===== config.mk =====
export PLATFORM = sky130hd
export DESIGN_NAME = kmp_first_match_search_core
export DESIGN_NICKNAME = d
export VERILOG_FILES = /design/src/hw/rtl/kfm_pkg.sv /design/src/hw/rtl/kmp_first_match_search_core.sv /design/src/hw/rtl/kfm_cell.sv /design/src/hw/rtl/kfm_cell_row.sv
export SDC_FILE = /design/constraint.sdc
export NUM_CORES = 2
export LEC_CHECK = 0
export ABC_AREA = 1
export BUFFER_PORTS_ARGS = -buffer_cell sky130_fd_sc_hd__buf_2
export CORE_MARGIN = 3
export CORE_UTILIZATION = 35
export DETAILED_ROUTE_END_ITERATION = 8
export GPL_ROUTABILITY_DRIVEN = 0
export PLACE_DENSITY_LB_ADDON = 0.12
export SETUP_SLACK_MARGIN = 0.2
export SYNTH_ARGS = -nofsm -noshare
export SYNTH_HDL_FRONTEND = slang
export SYNTH_SLANG_ARGS = --single-unit

===== constraint.sdc =====
create_clock -name clk_i -period 9.95 [get_ports clk_i]
set_input_delay 0.4975 -clock clk_i [delete_from_list [all_inputs] [get_ports clk_i]]
set_output_delay 0.4975 -clock clk_i [all_outputs]
set_load 0.1 [all_outputs]

===== src/hw/rtl/kfm_pkg.sv =====
// shared constants, types and codes of the kmp first-match search core
package kfm_pkg;

  // pattern capacity and the widths that follow from it
  localparam int PATTERN_MAX = 128;
  localparam int IDX_W       = (PATTERN_MAX > 1) ? $clog2(PATTERN_MAX) : 1;
  localparam int LEN_W       = $clog2(PATTERN_MAX + 1);

  // fixed field widths
  localparam int SYM_W  = 8;
  localparam int POS_W  = 32;
  localparam int CFG_W  = 8;
  localparam int DATA_W = 32;
  localparam int ADDR_W = 2;

  localparam logic [POS_W-1:0]  POS_MAX             = '1;
  localparam logic [ADDR_W-1:0] ADDR_PATTERN_LENGTH = 2'd0;
  localparam logic [CFG_W-1:0]  PATTERN_LENGTH_RST  = 8'd1;

  // item commands
  localparam logic CMD_LOAD = 1'b0;
  localparam logic CMD_TEXT = 1'b1;

  typedef enum logic [1:0] {
    STATUS_NONE     = 2'd0,
    STATUS_MATCH    = 2'd1,
    STATUS_NO_MATCH = 2'd2,
    STATUS_OVERFLOW = 2'd3
  } kfm_status_e;

  // write of one pattern entry into the cell row
  typedef struct packed {
    logic             en;
    logic [IDX_W-1:0] idx;
    logic [SYM_W-1:0] sym;
    logic [IDX_W-1:0] fail;
  } kfm_wr_t;

endpackage


===== src/hw/rtl/kmp_first_match_search_core.sv =====
// top level of the kmp first-match search core: control, config port and cell row
//
//   channel  | direction | handshake                | payload
//   ---------+-----------+--------------------------+--------------------------------------
//   in       | input     | in_valid_i / in_stall_o  | cmd_i, symbol_i, first_i, last_of_text_i
//   out      | output    | out_valid_o / out_stall_i| status_o, end_position_o
//   config   | input     | psel / penable / pready  | paddr, pwdata, prdata
//
// one item walks the cell row at a time: it is taken while the sequencer is idle, then
// the walk sequencer probes the cell row and follows f failure links in all, where f
// is 0 for overflow, the first pattern byte and bytes after a match, and at most the
// matched length otherwise
// the result sits in an output register while the next item walks; a stalled result
// holds that walk at its end, and the input stalls until the walk is done
// reset clears the control state; pattern cells are undefined until loaded
module kmp_first_match_search_core (
  input  logic                       clk_i,
  input  logic                       rst_ni,
  // input items
  input  logic                       in_valid_i,
  output logic                       in_stall_o,
  input  logic                       cmd_i,
  input  logic [kfm_pkg::SYM_W-1:0]  symbol_i,
  input  logic                       first_i,
  input  logic                       last_of_text_i,
  // result items
  output logic                       out_valid_o,
  input  logic                       out_stall_i,
  output logic [1:0]                 status_o,
  output logic [kfm_pkg::POS_W-1:0]  end_position_o,
  // configuration port
  input  logic                       psel,
  input  logic                       penable,
  input  logic                       pwrite,
  input  logic [kfm_pkg::ADDR_W-1:0] paddr,
  input  logic [kfm_pkg::DATA_W-1:0] pwdata,
  output logic [kfm_pkg::DATA_W-1:0] prdata,
  output logic                       pready
);

  typedef enum logic {
    S_IDLE,
    S_WALK
  } state_e;

  localparam int IDX_W = kfm_pkg::IDX_W;
  localparam int LEN_W = kfm_pkg::LEN_W;

  // control and item registers
  state_e                      state_q, state_d;
  logic                        is_text_q, is_text_d;
  logic                        quick_q, quick_d;     // result known without a walk
  logic                        ovf_q, ovf_d;
  logic                        last_q, last_d;
  logic [kfm_pkg::SYM_W-1:0]   sym_q, sym_d;
  logic [IDX_W-1:0]            k_q, k_d;             // load slot
  logic [IDX_W-1:0]            s_q, s_d;             // current probe index
  logic [LEN_W-1:0]            len_q, len_d;
  logic [kfm_pkg::POS_W-1:0]   pos_q, pos_d;

  // search state
  logic [LEN_W-1:0]            load_count_q, load_count_d;
  logic [IDX_W-1:0]            load_prefix_q, load_prefix_d;
  logic [IDX_W-1:0]            matched_q, matched_d;
  logic [kfm_pkg::POS_W-1:0]   text_pos_q, text_pos_d;
  logic                        found_q, found_d;
  logic [kfm_pkg::CFG_W-1:0]   pattern_length_q, pattern_length_d;

  // result register
  logic                        out_valid_q, out_valid_d;
  kfm_pkg::kfm_status_e        status_q, status_d;
  logic [kfm_pkg::POS_W-1:0]   end_pos_q, end_pos_d;

  // cell row
  kfm_pkg::kfm_wr_t                           wr;
  logic [kfm_pkg::PATTERN_MAX-1:0]            eq_vec;
  logic [kfm_pkg::PATTERN_MAX-1:0][IDX_W-1:0] link_vec;

  kfm_cell_row u_row (
    .clk_i  (clk_i),
    .wr_i   (wr),
    .sym_i  (sym_q),
    .eq_o   (eq_vec),
    .link_o (link_vec)
  );

  // handshakes
  logic in_acc;
  logic out_free;
  logic cfg_wr;

  assign in_stall_o = (state_q != S_IDLE);
  assign in_acc     = in_valid_i && !in_stall_o;
  assign out_free   = !out_valid_q || !out_stall_i;
  assign cfg_wr     = psel && penable && pwrite && pready;

  assign pready  = 1'b1;
  assign prdata  = kfm_pkg::DATA_W'(pattern_length_q);

  assign out_valid_o    = out_valid_q;
  assign status_o       = status_q;
  assign end_position_o = end_pos_q;

  // pattern length in use: zero acts as one, capped at the cell count
  logic [LEN_W-1:0] used_len;

  always_comb begin
    if (pattern_length_q == '0) begin
      used_len = LEN_W'(1);
    end else if (32'(pattern_length_q) > 32'(kfm_pkg::PATTERN_MAX)) begin
      used_len = LEN_W'(kfm_pkg::PATTERN_MAX);
    end else begin
      used_len = LEN_W'(pattern_length_q);
    end
  end

  // walk step: probe cell s, extend on a hit, stop at the bottom of the link chain
  logic             hit;
  logic             stop;
  logic [LEN_W-1:0] adv;

  assign hit  = eq_vec[s_q];
  assign stop = quick_q || hit || (s_q == '0);
  assign adv  = hit ? (LEN_W'(s_q) + LEN_W'(1)) : '0;

  // item entry values
  logic [LEN_W-1:0]          cnt_in;
  logic [IDX_W-1:0]          pre_in;
  logic [kfm_pkg::POS_W-1:0] tp_in;
  logic [IDX_W-1:0]          m_in;
  logic                      found_in;

  always_comb begin
    cnt_in   = first_i ? '0 : load_count_q;
    pre_in   = first_i ? '0 : load_prefix_q;
    tp_in    = first_i ? '0 : text_pos_q;
    m_in     = first_i ? '0 : matched_q;
    found_in = first_i ? 1'b0 : found_q;
  end

  always_comb begin
    state_d          = state_q;
    is_text_d        = is_text_q;
    quick_d          = quick_q;
    ovf_d            = ovf_q;
    last_d           = last_q;
    sym_d            = sym_q;
    k_d              = k_q;
    s_d              = s_q;
    len_d            = len_q;
    pos_d            = pos_q;
    load_count_d     = load_count_q;
    load_prefix_d    = load_prefix_q;
    matched_d        = matched_q;
    text_pos_d       = text_pos_q;
    found_d          = found_q;
    pattern_length_d = pattern_length_q;
    out_valid_d      = out_valid_q;
    status_d         = status_q;
    end_pos_d        = end_pos_q;

    wr      = '0;
    wr.idx  = k_q;
    wr.sym  = sym_q;
    wr.fail = quick_q ? '0 : IDX_W'(adv);

    if (cfg_wr && (paddr == kfm_pkg::ADDR_PATTERN_LENGTH)) begin
      pattern_length_d = pwdata[kfm_pkg::CFG_W-1:0];
    end

    // result taken downstream
    if (out_valid_q && !out_stall_i) begin
      out_valid_d = 1'b0;
    end

    unique case (state_q)
      S_IDLE: begin
        if (in_acc) begin
          state_d   = S_WALK;
          sym_d     = symbol_i;
          last_d    = last_of_text_i;
          is_text_d = (cmd_i == kfm_pkg::CMD_TEXT);
          len_d     = used_len;
          ovf_d     = 1'b0;
          if (cmd_i == kfm_pkg::CMD_LOAD) begin
            load_count_d  = cnt_in;
            load_prefix_d = pre_in;
            ovf_d         = (32'(cnt_in) >= 32'(kfm_pkg::PATTERN_MAX));
            quick_d       = ovf_d || (cnt_in == '0);
            k_d           = IDX_W'(cnt_in);
            s_d           = (LEN_W'(pre_in) >= cnt_in) ? '0 : pre_in;
            pos_d         = '0;
          end else begin
            found_d    = found_in;
            pos_d      = tp_in;
            text_pos_d = (tp_in == kfm_pkg::POS_MAX) ? tp_in : tp_in + 1'b1;
            quick_d    = found_in;
            // a lowered length restarts the match
            s_d        = (LEN_W'(m_in) >= used_len) ? '0 : m_in;
            matched_d  = m_in;
          end
        end
      end

      S_WALK: begin
        if (!stop) begin
          s_d = link_vec[s_q];
        end else if (out_free) begin
          state_d     = S_IDLE;
          out_valid_d = 1'b1;
          end_pos_d   = pos_q;
          status_d    = kfm_pkg::STATUS_NONE;
          if (!is_text_q) begin
            if (ovf_q) begin
              status_d = kfm_pkg::STATUS_OVERFLOW;
            end else begin
              wr.en         = 1'b1;
              load_prefix_d = wr.fail;
              load_count_d  = LEN_W'(k_q) + LEN_W'(1);
            end
          end else if (!quick_q) begin
            if (adv >= len_q) begin
              status_d  = kfm_pkg::STATUS_MATCH;
              found_d   = 1'b1;
              matched_d = '0;
            end else begin
              matched_d = IDX_W'(adv);
              if (last_q) begin
                status_d = kfm_pkg::STATUS_NO_MATCH;
              end
            end
          end
        end
      end

      default: begin
        state_d = S_IDLE;
      end
    endcase
  end

  always_ff @(posedge clk_i or negedge rst_ni) begin
    if (!rst_ni) begin
      state_q          <= S_IDLE;
      is_text_q        <= 1'b0;
      quick_q          <= 1'b0;
      ovf_q            <= 1'b0;
      last_q           <= 1'b0;
      sym_q            <= '0;
      k_q              <= '0;
      s_q              <= '0;
      len_q            <= '0;
      pos_q            <= '0;
      load_count_q     <= '0;
      load_prefix_q    <= '0;
      matched_q        <= '0;
      text_pos_q       <= '0;
      found_q          <= 1'b0;
      pattern_length_q <= kfm_pkg::PATTERN_LENGTH_RST;
      out_valid_q      <= 1'b0;
      status_q         <= kfm_pkg::STATUS_NONE;
      end_pos_q        <= '0;
    end else begin
      state_q          <= state_d;
      is_text_q        <= is_text_d;
      quick_q          <= quick_d;
      ovf_q            <= ovf_d;
      last_q           <= last_d;
      sym_q            <= sym_d;
      k_q              <= k_d;
      s_q              <= s_d;
      len_q            <= len_d;
      pos_q            <= pos_d;
      load_count_q     <= load_count_d;
      load_prefix_q    <= load_prefix_d;
      matched_q        <= matched_d;
      text_pos_q       <= text_pos_d;
      found_q          <= found_d;
      pattern_length_q <= pattern_length_d;
      out_valid_q      <= out_valid_d;
      status_q         <= status_d;
      end_pos_q        <= end_pos_d;
    end
  end

endmodule


===== src/hw/rtl/kfm_cell.sv =====
// one pattern cell: holds a pattern byte and its failure value
module kfm_cell (
  input  logic                      clk_i,
  input  logic [kfm_pkg::IDX_W-1:0] cell_idx_i,
  input  kfm_pkg::kfm_wr_t          wr_i,
  input  logic [kfm_pkg::SYM_W-1:0] sym_i,
  input  logic [kfm_pkg::IDX_W-1:0] prev_fail_i,
  output logic [kfm_pkg::IDX_W-1:0] fail_o,
  output logic                      eq_o,
  output logic [kfm_pkg::IDX_W-1:0] link_o
);

  logic [kfm_pkg::SYM_W-1:0] pat_q;
  logic [kfm_pkg::IDX_W-1:0] fail_q;

  always_ff @(posedge clk_i) begin
    if (wr_i.en && (wr_i.idx == cell_idx_i)) begin
      pat_q  <= wr_i.sym;
      fail_q <= wr_i.fail;
    end
  end

  assign fail_o = fail_q;
  assign eq_o   = (pat_q == sym_i);
  // fall back to the left neighbor's border, never forward
  assign link_o = (prev_fail_i < cell_idx_i) ? prev_fail_i : '0;

endmodule


===== src/hw/rtl/kfm_cell_row.sv =====
// row of pattern cells, each passing its failure value to the next
module kfm_cell_row (
  input  logic                                              clk_i,
  input  kfm_pkg::kfm_wr_t                                  wr_i,
  input  logic [kfm_pkg::SYM_W-1:0]                         sym_i,
  output logic [kfm_pkg::PATTERN_MAX-1:0]                   eq_o,
  output logic [kfm_pkg::PATTERN_MAX-1:0][kfm_pkg::IDX_W-1:0] link_o
);

  logic [kfm_pkg::PATTERN_MAX-1:0][kfm_pkg::IDX_W-1:0] fail;

  for (genvar i = 0; i < kfm_pkg::PATTERN_MAX; i++) begin : g_cell
    logic [kfm_pkg::IDX_W-1:0] prev_fail;

    if (i == 0) begin : g_head
      assign prev_fail = '0;
    end else begin : g_body
      assign prev_fail = fail[i-1];
    end

    kfm_cell u_cell (
      .clk_i       (clk_i),
      .cell_idx_i  (kfm_pkg::IDX_W'(i)),
      .wr_i        (wr_i),
      .sym_i       (sym_i),
      .prev_fail_i (prev_fail),
      .fail_o      (fail[i]),
      .eq_o        (eq_o[i]),
      .link_o      (link_o[i])
    );
  end

endmodule


==> metrics.md <==
| Metric | Value |
|---|---|
| Slew HR | 13.8% |
| Number of enable flip-flop cells after synthesis | 1906 |
| Avg Cell Area, Syn | 11.3 sq um |
| DPL Wire Length | 175 mm |
| Via Count | 62600 |
| Worst-path cell chain | clkinv_2, buf_12, nand2_1, nand2_1, nor2_1, nand2_1, nor2_1, nor2_1, nor2_1, nand2_1, nand2_1, nand2_1, inv_1, a21oi_1, nor2_1, nand2_2, nand4_2, nand2_2, inv_4, nand4_1, buf_4, nor2_1 |
| Num CTS Buffers | 224 |
| Sequential area share after synthesis | 65.9% |
| Worst Skew | 38.8 ps |
| Post-route ant nets | 0 |
| Initial antenna violation count | 13 |
| Critical path's slowest cell | nor2_1 |
| Synth Cell Area | 93100 sq um |
| TNS Setup | 0 ps |
| Synth Warn # | 0 |
| Peak VDD IR | 0.468 mV |
| Fmax | 146 MHz |
| Synth cell count leaders | 1906 x edfxtp_1, 1727 x nand2_1, 727 x nand3_1 |
| FF/Latch Area | 61400 sq um |
| Worst-path maximum fanout | 32 |
| # rows | 188 |
| Min Tclk post-route | 6850 ps |
| Core area | 263000 sq um |
| H-tree depth | 4 |
| Die area | 272000 sq um |
| Final global-route overflow total | 0 |
| Slew at the pin closest to its max-slew limit | 1290 ps |
| Layout area overhead | 13.1% |
| Critical Path Start Type | flop |
| Cts repair resizes | 0 |
| Largest net degree at the start of global routing | 128 |
| Crit path max-delay family | simple AND/OR/NAND/NOR gates |
| Total routed wirelength | 295 mm |
| Vias/cell | 5.15 |
| Critical path class | reg2reg |
| Endpoints failing hold | 0 |
| Clock Tree Buf Depth | 3 |
| Clk pin slew, worst setup/hold paths | 60 ps |
| P per Cell Area | 292 nW/um^2 |
| Final Cycle Share | 68.8% |
| NetSw | 12.4 mW |
| Area of the multi-input gates | 27200 sq um |
| Switch share | 40.4% |
| Top-count cell post-synth | edfxtp_1 |
| Post-synthesis async set-or-reset flop share | 7.97% |
| Leakage dissipation | 37.5 nW |
| Top Ports | 121 |
| Synthesized instance count | 8251 |
| Root buffer cell | clkbuf_16 |
| Area contributors post-synth | edfxtp_1 62%, nand2_1 7.0%, xnor2_1 4.5% |
| WP buf/inv | 5 |
| Status | completed |
| Vias in the first global route | 59900 |
| Kind of end point of the critical path | flop |
| CTS tree | yes |
| Nets | 8541 |
| Int Pwr | 18.3 mW |
| Comb pwr share | 36.5% |
| Slowest Stage Delay on Critical Path | 990 ps |
| Die height | 522 um |
| Flops & latches, synth | 2071 |
| Layout cells sized above 1 | 9.74% |
| Die X | 522 um |
| Worst Hold Class | in2reg |
| Port Buffers | 71 |
| First DRT Iteration DRCs | 5942 |
| RSZ-0062 raised after global routing | false |
| Max-cap violations | 0 |
| First-pass GRT wire length | 423 mm |
| Worst-Skew Late Latency | 880 ps |
| Seq pwr share | 37.4% |
| Sink Count | 2071 |
| Critical Path AT | 7300 ps |
| Avg WL per Cell | 24.2 um |
| GRT Total Usage | 21.2% |
| Share of the synthesized area in the top cell type | 61.5% |
| Hold WS | 94.9 ps |
| Required time of the critical path | 10400 ps |
| Fillers | 25100 |
| DRT Pass-1 Iters | 6 |
| Initial Util | 35.3% |
| Setup violators final | 0 |
| Clk network pwr share | 26.0% |
| Ys flop type | edfxtp_1 |
| Synth unique cells | 81 |
| Yosys top cell by area | edfxtp_1 |
| Residual DRC | 0 |
| Final Max Slew Viols | 0 |
[layout by cell type, fill, tap and decap left out, drive strengths merged, types with 7 or more instances in the layout]
cell	instances
or2	204
nand4	239
a32oi	8
a32o	13
o32ai	9
o21ai	275
a22oi	8
a21boi	9
o31ai	27
nor4	11
nand2	1735
o22ai	37
a31oi	82
dlygate4sd3	19
o311ai	10
clkinv	97
and3	7
clkbuf	300
xor2	137
inv	653
nor2	690
a211oi	9
edfxtp	1906
conb	25
a21oi	204
a311oi	7
xnor2	473
dfrtp	164
buf	314
nor3	96
o211ai	30
o21a	7
nand3	731
ha	28
o2111ai	14
bufinv	11
[state kept, by name (all words and copies together) (netlist names), 8 cells and up]
name and cells:
u_row.g_cell.u_cell.pat_q 1024, u_row.g_cell.u_cell.fail_o 882, end_position_o 32, pos_q 32, text_pos_q 32, len_q 8
load_count_q 8, pattern_length_q 8, sym_q 8
[cells by family after synthesis]
logic type,after synthesis,synth area share (%)
simple gates,3726,17.7
flops,2071,65.9
buf+inv,1024,5.08
compound gates,785,5.03
xor+xnor,610,5.76
fa+ha+maj,28,0.376
mux,5,0.0605
other cells,2,0.00807
[final timing paths]
kind / from / endpoint / slack, ps / cells past startpoint
worst min register to register: found_q$_DFFE_PN0P_ / found_q$_DFFE_PN0P_ / 480 / 2
worst max register to register: sym_q[5]$_DFFE_PN0P_ / u_row.g_cell[27].u_cell.pat_q[5]$_DFFE_PP_ / 3100 / 22
worst max-delay path: sym_q[5]$_DFFE_PN0P_ / u_row.g_cell[27].u_cell.pat_q[5]$_DFFE_PP_ / 3100 / 22
worst min-delay path: in_valid_i / in_stall_o$_DFF_PN0_ / 90 / 3
min in group asynchronous: rst_ni / last_q$_DFFE_PN0P_ / 200 / 2
max in group asynchronous: rst_ni / end_position_o[24]$_DFFE_PN0P_ / 7830 / 4
[worst min-delay path: cells and delay by family]
kind / cells / cell delay [ps]
and+or+nand+nor: 2 / 300
buffers and inverters: 1 / 140
[repair_timing]
action                     4_1_cts  5_1_grt
hold endpoints to repair        71        0
setup endpoints to repair        0        0
hold buffers                    19        0
buffers inserted                 0        0
[through the flow]
stage / worst slack, ps / std cells / instance area (sq um) / util, % / total power, mW
floorplan: 2660 / 8274 / 93100 / - / 18.1
global placement: 3010 / 11700 / 98000 / 37.2 / 22.9
detailed placement: 3060 / 11700 / 98100 / 37.2 / 22.9
CTS: 2980 / 12200 / 105000 / 39.9 / 31.0
global route: 2770 / 12200 / 105000 / 39.9 / 32.1
finish: 3100 / 12200 / 105000 / 39.9 / 30.7
[area by class of cell]
cell class	count	share of cell area (%)
sequential	2071	58.4
multi-input combinational	5179	25.9
clock buffer	300	5.76
tap	3515	4.18
timing repair buffer	333	2.62
inverter	652	2.36
clock inverter	110	0.834
antenna	6	0.0143
[power groups by stage]
stage / Clock (mW) / Sequential [mW] / Combinational (mW)
final: 8.00 / 11.5 / 11.2
after CTS: 8.19 / 11.5 / 11.3
after global placement: 0 / 11.7 / 11.2
after floorplan: 0 / 12.0 / 6.09
after global routing: 8.54 / 11.5 / 12.0
after detailed placement: 0 / 11.7 / 11.3
[layer usage]
metal  global-route usage, %  part of all wire, %  vias to the layer above  wire length [um]
met1                    30.2                   45                    31100            134000
met4                    6.11                  2.8                        2              8140
li1                        -                    -                    28900                 -
met2                    33.4                   45                     2133            133000
met3                    3.41                  6.7                      426             19800
met5                       0               0.0044                        -                13
No activity file was read; power rests on OpenSTA's default activity.
